<file path="src/design/sts_pkg.sv">
`default_nettype none
// ----------------------------------------------------------------------------
// sts_pkg: shared types and constants for the sorted timetable search
// Payload structs, status and mode codes, and the ctrl/datapath command set.
// ----------------------------------------------------------------------------
package sts_pkg;

  localparam int unsigned MAX_ROWS_DEF  = 64;
  localparam int unsigned MAX_STOPS_DEF = 32;

  localparam logic [1:0] MODE_ADD  = 2'd0;
  localparam logic [1:0] MODE_COL  = 2'd1;
  localparam logic [1:0] MODE_FIND = 2'd2;

  localparam logic [1:0] ST_OK       = 2'd0;
  localparam logic [1:0] ST_BAD_STOP = 2'd1;
  localparam logic [1:0] ST_FULL     = 2'd2;
  localparam logic [1:0] ST_EMPTY    = 2'd3;

  typedef struct packed {
    logic [1:0]  mode;
    logic [15:0] time_value;
    logic [4:0]  from_stop;
    logic [4:0]  to_stop;
  } in_item_t;

  typedef struct packed {
    logic [15:0] result_time;
    logic        found;
    logic [1:0]  status;
    logic        last;
  } out_item_t;

  typedef enum logic [2:0] {
    IDX_HOLD, IDX_ZERO, IDX_INC, IDX_DEC, IDX_COUNT
  } idx_op_e;

  typedef enum logic [1:0] {
    ROW_IDX, ROW_IDXM1, ROW_POS
  } row_sel_e;

  typedef enum logic [1:0] {
    COL_FROM, COL_TO, COL_ZERO, COL_STP
  } col_sel_e;

  typedef enum logic [1:0] {
    RES_HOLD, RES_STATUS, RES_HIT
  } res_op_e;

  typedef enum logic [1:0] {
    OUT_NONE, OUT_RES, OUT_COL
  } out_op_e;

  typedef struct packed {
    logic       latch;
    logic       add_time;
    idx_op_e    idx_op;
    logic       stp_zero;
    logic       stp_inc;
    logic       pos_load;
    logic       rd_en;
    logic       wr_en;
    logic       wr_buf;
    row_sel_e   row_sel;
    col_sel_e   col_sel;
    logic       cnt_inc;
    res_op_e    res_op;
    logic [1:0] res_status;
    out_op_e    out_op;
  } cmd_t;

  typedef struct packed {
    logic [1:0] mode;
    logic       bad_col;
    logic       bad_find;
    logic       empty;
    logic       full;
    logic       row_done;
    logic       ge_hit;
    logic       lt_first;
    logic       idx_at_count;
    logic       idx_at_last;
    logic       idx_at_pos;
    logic       stp_end;
    logic       out_free;
  } stat_t;

endpackage
`default_nettype wire

</file>
<file path="src/design/sts_ctrl.sv">
`default_nettype none
// ----------------------------------------------------------------------------
// sts_ctrl: sequencer for the timetable search
// One-hot FSM issuing datapath commands for add, column read and find.
// ----------------------------------------------------------------------------
module sts_ctrl
  import sts_pkg::*;
(
  input  wire logic  clk_i,
  input  wire logic  rst_ni,
  input  wire logic  in_valid_i,
  output logic       in_stall_o,
  input  wire stat_t stat_i,
  output cmd_t       cmd_o
);

  typedef enum logic [12:0] {
    S_IDLE     = 13'b0000000000001,
    S_DECODE   = 13'b0000000000010,
    S_EMIT     = 13'b0000000000100,
    S_COL_RD   = 13'b0000000001000,
    S_COL_OUT  = 13'b0000000010000,
    S_FIND_RD  = 13'b0000000100000,
    S_FIND_CMP = 13'b0000001000000,
    S_FIND_GET = 13'b0000010000000,
    S_POS_RD   = 13'b0000100000000,
    S_POS_CMP  = 13'b0001000000000,
    S_SH_RD    = 13'b0010000000000,
    S_SH_WR    = 13'b0100000000000,
    S_ROW_WR   = 13'b1000000000000
  } state_e;

  state_e state_q, state_d;

  assign in_stall_o = (state_q != S_IDLE);

  always_comb begin
    state_d = state_q;
    cmd_o   = '0;
    cmd_o.idx_op  = IDX_HOLD;
    cmd_o.row_sel = ROW_IDX;
    cmd_o.col_sel = COL_FROM;
    cmd_o.res_op  = RES_HOLD;
    cmd_o.out_op  = OUT_NONE;
    unique case (state_q)
      S_IDLE: begin
        if (in_valid_i) begin
          cmd_o.latch = 1'b1;
          state_d     = S_DECODE;
        end
      end
      S_DECODE: begin
        cmd_o.res_op = RES_STATUS;
        priority case (stat_i.mode)
          MODE_ADD: begin
            cmd_o.add_time   = 1'b1;
            cmd_o.res_status = ST_OK;
            if (stat_i.row_done && stat_i.full) begin
              cmd_o.res_status = ST_FULL;
              state_d          = S_EMIT;
            end else if (stat_i.row_done) begin
              cmd_o.idx_op = IDX_ZERO;
              state_d      = S_POS_RD;
            end else begin
              state_d = S_EMIT;
            end
          end
          MODE_COL: begin
            if (stat_i.bad_col) begin
              cmd_o.res_status = ST_BAD_STOP;
              state_d          = S_EMIT;
            end else if (stat_i.empty) begin
              cmd_o.res_status = ST_EMPTY;
              state_d          = S_EMIT;
            end else begin
              cmd_o.idx_op = IDX_ZERO;
              state_d      = S_COL_RD;
            end
          end
          MODE_FIND: begin
            if (stat_i.bad_find) begin
              cmd_o.res_status = ST_BAD_STOP;
              state_d          = S_EMIT;
            end else if (stat_i.empty) begin
              cmd_o.res_status = ST_EMPTY;
              state_d          = S_EMIT;
            end else begin
              cmd_o.idx_op = IDX_ZERO;
              state_d      = S_FIND_RD;
            end
          end
          default: state_d = S_IDLE;   // unused mode: no beat
        endcase
      end
      S_EMIT: begin
        if (stat_i.out_free) begin
          cmd_o.out_op = OUT_RES;
          state_d      = S_IDLE;
        end
      end
      S_COL_RD: begin
        cmd_o.rd_en = 1'b1;
        state_d     = S_COL_OUT;
      end
      S_COL_OUT: begin
        if (stat_i.out_free) begin
          cmd_o.out_op = OUT_COL;
          if (stat_i.idx_at_last) begin
            state_d = S_IDLE;
          end else begin
            cmd_o.idx_op = IDX_INC;
            state_d      = S_COL_RD;
          end
        end
      end
      S_FIND_RD: begin
        cmd_o.rd_en = 1'b1;
        state_d     = S_FIND_CMP;
      end
      S_FIND_CMP: begin
        if (stat_i.ge_hit) begin
          cmd_o.rd_en   = 1'b1;
          cmd_o.col_sel = COL_TO;
          state_d       = S_FIND_GET;
        end else if (stat_i.idx_at_last) begin
          cmd_o.res_op     = RES_STATUS;
          cmd_o.res_status = ST_OK;
          state_d          = S_EMIT;
        end else begin
          cmd_o.idx_op = IDX_INC;
          state_d      = S_FIND_RD;
        end
      end
      S_FIND_GET: begin
        cmd_o.res_op = RES_HIT;
        state_d      = S_EMIT;
      end
      S_POS_RD: begin
        if (stat_i.idx_at_count) begin
          cmd_o.pos_load = 1'b1;
          cmd_o.idx_op   = IDX_COUNT;
          cmd_o.stp_zero = 1'b1;
          state_d        = S_SH_RD;
        end else begin
          cmd_o.rd_en   = 1'b1;
          cmd_o.col_sel = COL_ZERO;
          state_d       = S_POS_CMP;
        end
      end
      S_POS_CMP: begin
        if (stat_i.lt_first) begin
          cmd_o.idx_op = IDX_INC;
          state_d      = S_POS_RD;
        end else begin
          cmd_o.pos_load = 1'b1;
          cmd_o.idx_op   = IDX_COUNT;
          cmd_o.stp_zero = 1'b1;
          state_d        = S_SH_RD;
        end
      end
      S_SH_RD: begin
        if (stat_i.idx_at_pos) begin
          cmd_o.stp_zero = 1'b1;
          state_d        = S_ROW_WR;
        end else begin
          cmd_o.rd_en   = 1'b1;
          cmd_o.row_sel = ROW_IDXM1;
          cmd_o.col_sel = COL_STP;
          state_d       = S_SH_WR;
        end
      end
      S_SH_WR: begin
        cmd_o.wr_en   = 1'b1;
        cmd_o.col_sel = COL_STP;
        if (stat_i.stp_end) begin
          cmd_o.stp_zero = 1'b1;
          cmd_o.idx_op   = IDX_DEC;
        end else begin
          cmd_o.stp_inc = 1'b1;
        end
        state_d = S_SH_RD;
      end
      S_ROW_WR: begin
        cmd_o.wr_en   = 1'b1;
        cmd_o.wr_buf  = 1'b1;
        cmd_o.row_sel = ROW_POS;
        cmd_o.col_sel = COL_STP;
        if (stat_i.stp_end) begin
          cmd_o.cnt_inc = 1'b1;
          state_d       = S_EMIT;
        end else begin
          cmd_o.stp_inc = 1'b1;
        end
      end
      default: state_d = S_IDLE;
    endcase
  end

  always_ff @(posedge clk_i or negedge rst_ni) begin
    if (!rst_ni) begin
      state_q <= S_IDLE;
    end else begin
      state_q <= state_d;
    end
  end

endmodule
`default_nettype wire

</file>
<file path="config.mk">
export PLATFORM = sky130hd
export DESIGN_NAME = sts_ctrl
export DESIGN_NICKNAME = d
export VERILOG_FILES = /design/src/design/sts_pkg.sv /design/src/design/sts_ctrl.sv
export SDC_FILE = /design/constraint.sdc
export NUM_CORES = 1
export LEC_CHECK = 0
export BUFFER_PORTS_ARGS = -buffer_cell sky130_fd_sc_hd__buf_4
export CAP_MARGIN = 20
export CORE_ASPECT_RATIO = 1.5
export CORE_MARGIN = 5
export CORE_UTILIZATION = 50
export CTS_BUF_LIST = sky130_fd_sc_hd__clkbuf_16
export DETAILED_ROUTE_END_ITERATION = 16
export GPL_TIMING_DRIVEN = 0
export PLACE_DENSITY = 0.84
export SYNTH_ARGS = -nofsm -noshare
export SYNTH_HDL_FRONTEND = slang
export SYNTH_SLANG_ARGS = --single-unit
</file>
<file path="constraint.sdc">
create_clock -name clk_i -period 2.69 [get_ports clk_i]
set_clock_uncertainty 0.05 [all_clocks]
set_input_delay 0.538 -clock clk_i [delete_from_list [all_inputs] [get_ports clk_i]]
set_output_delay 0.538 -clock clk_i [all_outputs]
set_load 0.02 [all_outputs]
</file>
==> flow_summary.toml, run 1 <==
[setup_path]
cp_max_fo = 6
r2r_start = "state_q[2]"
reg2regPathDepth = 9
worstSetupPathType = "reg2out"
cp.arrival_ns = 2.21
r2r_setup_slack_ns = 0.46
critical_path_required_ns = 2.10
start_kind = "flip-flop"
worstReg2RegEnd = "state_q[2]"
crit_path_end_kind = "output pin"

[cts]
clockRootBuffer = "clkbuf_16"
cts_buffer_depth = 2
path_clk_slew_ns = 0.05
clock_latency_ns = 0.25
numClockSinks = 13
cts_max_level = 1
ctsHoldBuffers = 0
cts_tree = "built"
cts_buffers = 3

[power_and_ir_drop]
seq_power_share = 0.202
comb_power_share = 0.547
power.switching_w = 0.000443
p_sw_frac = 0.381
p_per_area_nw_per_um2 = 642
p_int_w = 0.000721
p_leak_nw = 0.869
clkPwrFrac = 0.251
vdd.ir_drop.worst_uv = 480

[run_status]
violations = "negative setup slack"
status = "finished with violations"

[logic_synthesis]
yosysTopAreaCell = "dfrtp_1"
synth_top_area_share = 0.243
synth_cell_types = 51
synthFlopType = "dfrtp_1"
async_flop_share = 1.00
ys_ff_latch = 13
netlist_instances = 154
syn-cell-area_um2 = 1230
syn-num-nets = 171
syn_avg_cell_area_um2 = 8.01
synth_area_leaders = "dfrtp_1 (24%), nor2_1 (6.7%), nor4_4 (5.2%), nand2_1 (3.3%), nand4b_1 (2.8%)"
yosysSeqAreaShare = 0.265
yosys_warnings = 0
synth-edff-count = 0

[floorplan]
die_w_um = 50.6
rows = 22
core_area_um2 = 2420
io_pins = 40
die_area_um2 = 3580
die_y_um = 70.8
start_util = 0.509

[layout]
multi_input_area_um2 = 875
syn_to_final_growth_pct = 46.9
final_nets = 227
largest_register = "state_q"
reg_top3 = "state_q (13)"
fill_cells = 177
largest_reg_flops = 13
drive_above_1_share = 0.440
regArea_um2 = 330
diodes = 0

[global_routing]
grt_first_pass_wirelength_um = 5950
grt_max_degree = 14
antenna_found_initial = 0
overflow = 0
grt_pass1_vias = 1261
grt_usage = 0.211

[hold_path]
hp-class = "in2async"

[detailed_routing]
avgViaCountPerCell = 6.13
drt_iter0_drc = 48
drc = 0
wirelength_um = 4070
first_pass_iters = 4
wl_per_cell_um = 17.5
vias = 1428
ant_nets = 0

[sta]
relSlewSlack = 0.708
setup_viol_count_final = 4
setup_ws_ns = -0.107
whs_ns = 0.0805
hold_viol_final = 0
post-route-period-util = 1.04
rsz0062_at_grt = "yes"
tightest_slew_ns = 0.435
fmax_mhz = 358
period_minus_slack_ns = 2.80
drv_slew = 0

[place]
numPortBuffers = 37
post-place-ws_ns = 0.172
place_congestion = 0.856
dp.final_hpwl_um = 2770

[run]
drv_cap = 0
==> per-stage QoR <==
step,total power (W),std cells,TNS [ns],util,area (um2)
5_1_grt,0.00121,233,-1.09,0.748,1810
3_3_place_gp,0.000718,215,0,0.636,1540
2_1_floorplan,0.000598,154,0,-,1230
4_1_cts,0.00109,225,-0.0139,0.697,1690
3_5_place_dp,0.000729,215,0,0.636,1540
6_report,0.00116,233,-0.233,0.748,1810
==> worst max path at each step <==
stage,depth (start not counted),startpoint,end,slack (ns)
floorplan,7,state_q[2],cmd_o[18],0.18
global placement,7,state_q[9],cmd_o[18],0.19
detailed placement,8,state_q[9],cmd_o[18],0.17
CTS,8,state_q[8],cmd_o[17],-0.01
global route,7,state_q[2],cmd_o[18],-0.21
finish,7,state_q[2],cmd_o[18],-0.11
==> area by class of cell <==
| type | count | area share |
|---|---|---|
| clock inverter | 1 | 0.00276 |
| sequential | 13 | 0.182 |
| multi-input combinational | 123 | 0.483 |
| buffer | 7 | 0.0249 |
| inverter | 10 | 0.0214 |
| timing repair buffer | 52 | 0.228 |
| clock buffer | 3 | 0.0414 |
| tap | 24 | 0.0166 |
==> cells by family (layout without fill, tap and decap cells) <==
group | after synthesis | count (layout) | synth area share
AND/OR/NAND/NOR | 90 | 90 | 0.471
multiplexers | 2 | 2 | 0.0183
buffers and inverters | 18 | 73 | 0.0720
XOR/XNOR | 3 | 3 | 0.0213
adder cells (fa/ha/maj) | 1 | 1 | 0.00811
flip-flops | 13 | 13 | 0.265
AO/OA/AOI/OAI | 27 | 27 | 0.145
==> critical path: stages, from the launching register on <==
cell and delay, ns:
dfrtp_1 0.37, buf_6 0.13, nor4_4 0.40, nand4_1 0.25
nor3b_2 0.35, nor2_2 0.06, o211ai_1 0.21, buf_4 0.18
==> power groups by stage <==
stage	sequential, W	combinational, W	clock [W]
after floorplan	0.000235	0.000363	0
after global placement	0.000236	0.000482	0
after detailed placement	0.000238	0.000491	0
after CTS	0.000236	0.000560	0.000290
after global routing	0.000236	0.000673	0.000305
final	0.000235	0.000637	0.000292
==> cell usage after synthesis (2+ instances only) <==
cell type / count
a21oi_1: 5
a31oi_1: 2
a32oi_1: 2
and2_1: 3
and4_1: 2
and4b_1: 2
buf_2: 4
buf_6: 2
clkbuf_1: 2
dfrtp_1: 12
inv_1: 9
mux2_2: 2
nand2_1: 11
nand2_2: 2
nand2b_1: 4
nand3_1: 3
nand3b_1: 2
nand4_1: 5
nand4b_1: 4
nor2_1: 22
nor2b_1: 3
nor3_1: 6
nor3b_1: 4
nor4_4: 3
nor4b_1: 3
o211ai_1: 3
o21ai_0: 6
or3_1: 2
xor2_1: 2
==> metal layers <==
metal  track usage  up-vias  routed length (um)
met5             0        -                   0
li1              -      672                   -
met2         0.390       48                2250
met1         0.224      698                1500
met4        0.0881        0                  72
met3        0.0379       10                 243
==> placed cells by master, fill, tap and decap left out, types with 4 or more instances in the layout <==
cell      count
o21ai_0       6
nor2_1       20
nand4b_1      4
buf_4        46
nand4_1       5
inv_1         9
a21oi_1       5
nand2_1       9
nor3_1        6
dfrtp_1       9
nand2b_1      4
buf_6         8
==> timing repair <==
action | CTS | global route
gates resized for setup | 6 | 17
buffers inserted | 7 | 8
pin swaps | 4 | 13
endpoints found under the setup margin | 3 | 9
Power figures use the tool's default switching activity.
==> run 2: changes to the inputs <==
CORE_MARGIN = unset   (was 5)
==> run 2 against run 1 <==
  * The flow still finishes with violations (negative setup slack)
  * Die area decreased by 25%
  * Combinational power decreased by 0.8%
  * Flip-flop and latch count unchanged
  * Global-route usage increased by 8.2 points
  * Critical endpoint unchanged
  * Largest cell class unchanged
  * Largest power group unchanged
  * Highest routed layer unchanged
==> flow_summary.toml, run 2 (synthesized netlist as in run 1, its figures left out) <==
[power_and_ir_drop]
p_leak_nw = 0.850
power.switching_w = 0.000436
seq_power_share = 0.203
vdd.ir_drop.worst_uv = 436
comb_power_share = 0.546
p_int_w = 0.000721
p_sw_frac = 0.377
clkPwrFrac = 0.251
p_per_area_nw_per_um2 = 654

[setup_path]
start_kind = "flip-flop"
cp.arrival_ns = 2.19
critical_path_required_ns = 2.10
crit_path_end_kind = "output pin"
cp_max_fo = 5
worstSetupPathType = "reg2out"

[sta]
fmax_mhz = 360
post-route-period-util = 1.03
setup_viol_count_final = 2
period_minus_slack_ns = 2.77
setup_ws_ns = -0.0846
hold_viol_final = 0
tightest_slew_ns = 0.367
rsz0062_at_grt = "yes"
fin_tns_setup_ns = -0.102
relSlewSlack = 0.754
drv_slew = 0

[cts]
numClockSinks = 13
path_clk_slew_ns = 0.05
clockRootBuffer = "clkbuf_16"
clock_latency_ns = 0.25
cts_buffer_depth = 2
cts_tree = "built"
ctsHoldBuffers = 0
cts_max_level = 1
cts_buffers = 3

[detailed_routing]
wirelength_um = 3870
avgViaCountPerCell = 6.13
first_pass_iters = 4
drc = 0
ant_nets = 0
wl_per_cell_um = 16.8
vias = 1410
drt_iter0_drc = 40

[run_status]
violations = "negative setup slack"
status = "finished with violations"

[place]
dp.final_hpwl_um = 2650
place_congestion = 0.862
numPortBuffers = 37

[layout]
largest_reg_flops = 13
largest_register = "state_q"
reg_top3 = "state_q (13)"
drive_above_1_share = 0.415
layout_common_cells = "buf_4 (47), nor2_1 (20), nand2_1 (11)"
mostFrequentLayoutCell = "buf_4"
syn_to_final_growth_pct = 43.3
diodes = 0
final_nets = 225
final_util = 0.773

[global_routing]
antenna_found_initial = 0
grt_first_pass_wirelength_um = 6090
grt_max_degree = 14
grt_usage = 0.293
grt_pass1_vias = 1312
overflow = 0

[floorplan]
die_y_um = 62.8
start_util = 0.540
rows = 21
die_area_um2 = 2670
io_pins = 40
core_area_um2 = 2290
die_w_um = 42.6

[run]
drv_cap = 0

[hold_path]
hp-class = "in2async"
[run 2: worst max-delay path: stages (launching register included)]
cell	delay [ns]
dfrtp_1	0.37
buf_6	0.13
nor4_4	0.39
and3_4	0.25
and3_4	0.19
and2_4	0.15
nor2_2	0.04
o211ai_1	0.23
buf_4	0.19
[run 2: worst paths after layout]
check | from | endpoint | slack [ns] | cells past startpoint
max | state_q[2] | cmd_o[18] | -0.08 | 8
min | rst_ni | state_q[2] | 0.08 | 1
max reg2reg | state_q[2] | state_q[2] | 0.56 | 7
min reg2reg | state_q[9] | state_q[9] | 0.53 | 1
max in group asynchronous | rst_ni | state_q[0] | 2.26 | 1
min in group clk_i | stat_i[4] | state_q[9] | 0.42 | 2
[run 2: area by class of cell]
class	instances	area [um2]
inverters	10	38.8
well taps	23	28.8
fillers	162	518
plain buffers	7	45.0
multi-input cells	123	860
flip-flops and latches	13	329
repair buffers	50	387
clock inverters	1	5.00
clock buffers	3	75.1
[run 2: routing by layer]
metal / share of wire / GRT usage / vias up
met5: 0 / 0 / -
met4: 0.036 / 0.0977 / 0
met3: 0.048 / 0.0347 / 19
met2: 0.56 / 0.552 / 57
met1: 0.36 / 0.325 / 665
li1: - / - / 669
[run 2: timing repair]
action                                  CTS  global route
pin swaps                                 8             9
endpoints found under the setup margin    2             7
resized for setup                         5            10
setup buffers                             4             9
[run 2: power by group through the flow]
stage	combinational, W	clock (W)	sequential (W)
final	0.000632	0.000291	0.000234
after global routing	0.000681	0.000300	0.000235
after CTS	0.000544	0.000288	0.000235
after detailed placement	0.000497	0	0.000238
after global placement	0.000481	0	0.000236
after floorplan	0.000363	0	0.000235
[run 2: through the flow]
step / instances / hold slack [ns] / setup slack, ns / total power, W / instance area (um2)
final: 230 / 0.0844 / -0.0846 / 0.00116 / 1770
after global routing: 230 / 0.0951 / -0.141 / 0.00122 / 1770
after CTS: 221 / 0.0881 / 0.000428 / 0.00107 / 1660
after detailed placement: 214 / 0.345 / 0.143 / 0.000736 / 1540
after global placement: 214 / 0.344 / 0.198 / 0.000717 / 1540
after floorplan: 154 / 0.192 / 0.183 / 0.000598 / 1230
==> run 3: changes to the inputs <==
CORE_ASPECT_RATIO = 0.75   (was 1.5)
CORE_UTILIZATION = 40   (was 50)
PLACE_DENSITY = 0.7   (was 0.84)
==> run 3 against run 2 <==
  * The run still ends with negative setup slack left
  * Clock power hardly changed
  * Global-route usage is 6.3 points lower
  * Total power is 2.6% lower
  * Sequential share of layout area is 0.47 points higher
  * Critical path depth stayed put
  * Highest routed layer unchanged
  * Hold slack better by 0.0033 ns
  * Worst setup slack better by 0.050 ns
  * Register-to-register slack better by 0.11 ns
  * Die area is 24% higher
==> flow_summary.toml, run 3 (synthesized netlist as in run 1, its figures left out) <==
[run_status]
status = "finished with violations"
violations = "negative setup slack"

[sta]
period_minus_slack_ns = 2.72
setup_ws_ns = -0.0347
post-route-period-util = 1.01
rsz0062_at_grt = "yes"
setup_viol_count_final = 1
fmax_mhz = 367
whs_ns = 0.0876
drv_slew = 0
tightest_slew_ns = 0.419
hold_viol_final = 0
relSlewSlack = 0.720

[setup_path]
worst-path-buf-inv = 2
slowest_stage = "dfrtp_1"
crit_path_end_kind = "output pin"
cp_max_fo = 10
critical_path_required_ns = 2.10
cp_top_family = "simple AND/OR/NAND/NOR gates"
cpMostUsedCell = "and3_4"
cp.arrival_ns = 2.14
critPathMaxStageDelay_ns = 0.37
start_kind = "flip-flop"
path_cells = "buf_6 -> nor4_4 -> and3_4 -> and3_4 -> and2_4 -> nor2_1 -> o211ai_1 -> buf_4"
worstSetupPathType = "reg2out"

[hold_path]
hp-class = "in2async"

[place]
numPortBuffers = 37
place_congestion = 0.888
placed_cell_area_um2 = 1560
dp.final_hpwl_um = 2660
post-place-ws_ns = 0.167

[floorplan]
die_y_um = 50.1
die_area_um2 = 3310
die_w_um = 66.1
start_util = 0.420
rows = 17
core_area_um2 = 2940
io_pins = 40

[global_routing]
grt_first_pass_wirelength_um = 5770
overflow = 0
antenna_found_initial = 0
grt_pass1_vias = 1187
grt_max_degree = 14
grt_usage = 0.230

[detailed_routing]
vias = 1373
avgViaCountPerCell = 5.70
first_pass_iters = 6
drt_iter0_drc = 80
drc = 0
wirelength_um = 3630
ant_nets = 0
wl_per_cell_um = 15.1

[layout]
syn_to_final_growth_pct = 39.8
final_nets = 221
fill_cells = 275
diodes = 0
mostFrequentLayoutCell = "buf_4"
drive_above_1_share = 0.384
largest_register = "state_q"
layout_common_cells = "buf_4 (45), nor2_1 (22), nand2_1 (11)"
regArea_um2 = 329
largest_reg_flops = 13
multi_input_area_um2 = 835
final_cell_area_um2 = 1720
reg_top3 = "state_q (13)"

[power_and_ir_drop]
p_per_area_nw_per_um2 = 654
vdd.ir_drop.worst_uv = 344
p_leak_nw = 0.827

[cts]
clockRootBuffer = "clkbuf_16"
cts_tree = "built"
clock_latency_ns = 0.24
cts_max_level = 1
cts_buffers = 3
ctsHoldBuffers = 0
path_clk_slew_ns = 0.05
cts_buffer_depth = 2
numClockSinks = 13

[run]
drv_cap = 0
==> run 3: cell types whose count changed in the layout (fill, tap and decap cells not counted), sizes merged <==
cell / change
buf: -4
==> run 3: per-layer routing <==
metal / wire [um] / GRT usage / vias to the layer above
met5: 0 / 0 / -
met4: 25 / 0.0426 / 0
met3: 264 / 0.0463 / 2
met2: 1700 / 0.357 / 57
met1: 1640 / 0.329 / 656
li1: - / - / 658
==> run 3: repair_timing <==
action                                  in CTS  in global routing
pin swaps                                    4                  3
endpoints found under the setup margin       1                  9
resized for setup                            6                  1
setup buffers                                3                  6
==> run 3: final timing paths <==
kind	start	end	slack (ns)	cells after the start
max	state_q[8]	cmd_o[18]	-0.03	8
min	rst_ni	state_q[7]	0.09	1
max reg2reg	state_q[0]	state_q[2]	0.67	7
min reg2reg	state_q[9]	state_q[9]	0.52	1
max in group asynchronous	rst_ni	state_q[0]	2.26	1
min in group clk_i	stat_i[4]	state_q[9]	0.42	2
==> run 3: power by group <==
| part | switching, W | leakage [nW] | internal (W) |
|---|---|---|---|
| registers | 0.0000130 | 0.174 | 0.000221 |
| logic | 0.000315 | 0.612 | 0.000287 |
| clock network | 0.0000918 | 0.0409 | 0.000199 |
| total | 0.000420 | 0.827 | 0.000707 |
==> run 3: final cells by class <==
type	instances	area share
clock buffers	3	0.0435
well taps	38	0.0276
repair buffers	46	0.202
clock inverters	1	0.00290
plain buffers	7	0.0261
flip-flops and latches	13	0.191
inverters	10	0.0225
multi-input cells	123	0.484
==> run 3: through the flow <==
| stage | instances | total power [W] | TNS [ns] | utilization |
|---|---|---|---|---|
| after floorplan | 154 | 0.000598 | 0 | - |
| after global placement | 229 | 0.000720 | 0 | 0.531 |
| after global routing | 241 | 0.00119 | -0.0905 | 0.587 |
| after detailed placement | 229 | 0.000730 | 0 | 0.531 |
| final | 241 | 0.00113 | -0.0347 | 0.587 |
| after CTS | 235 | 0.00108 | 0 | 0.571 |
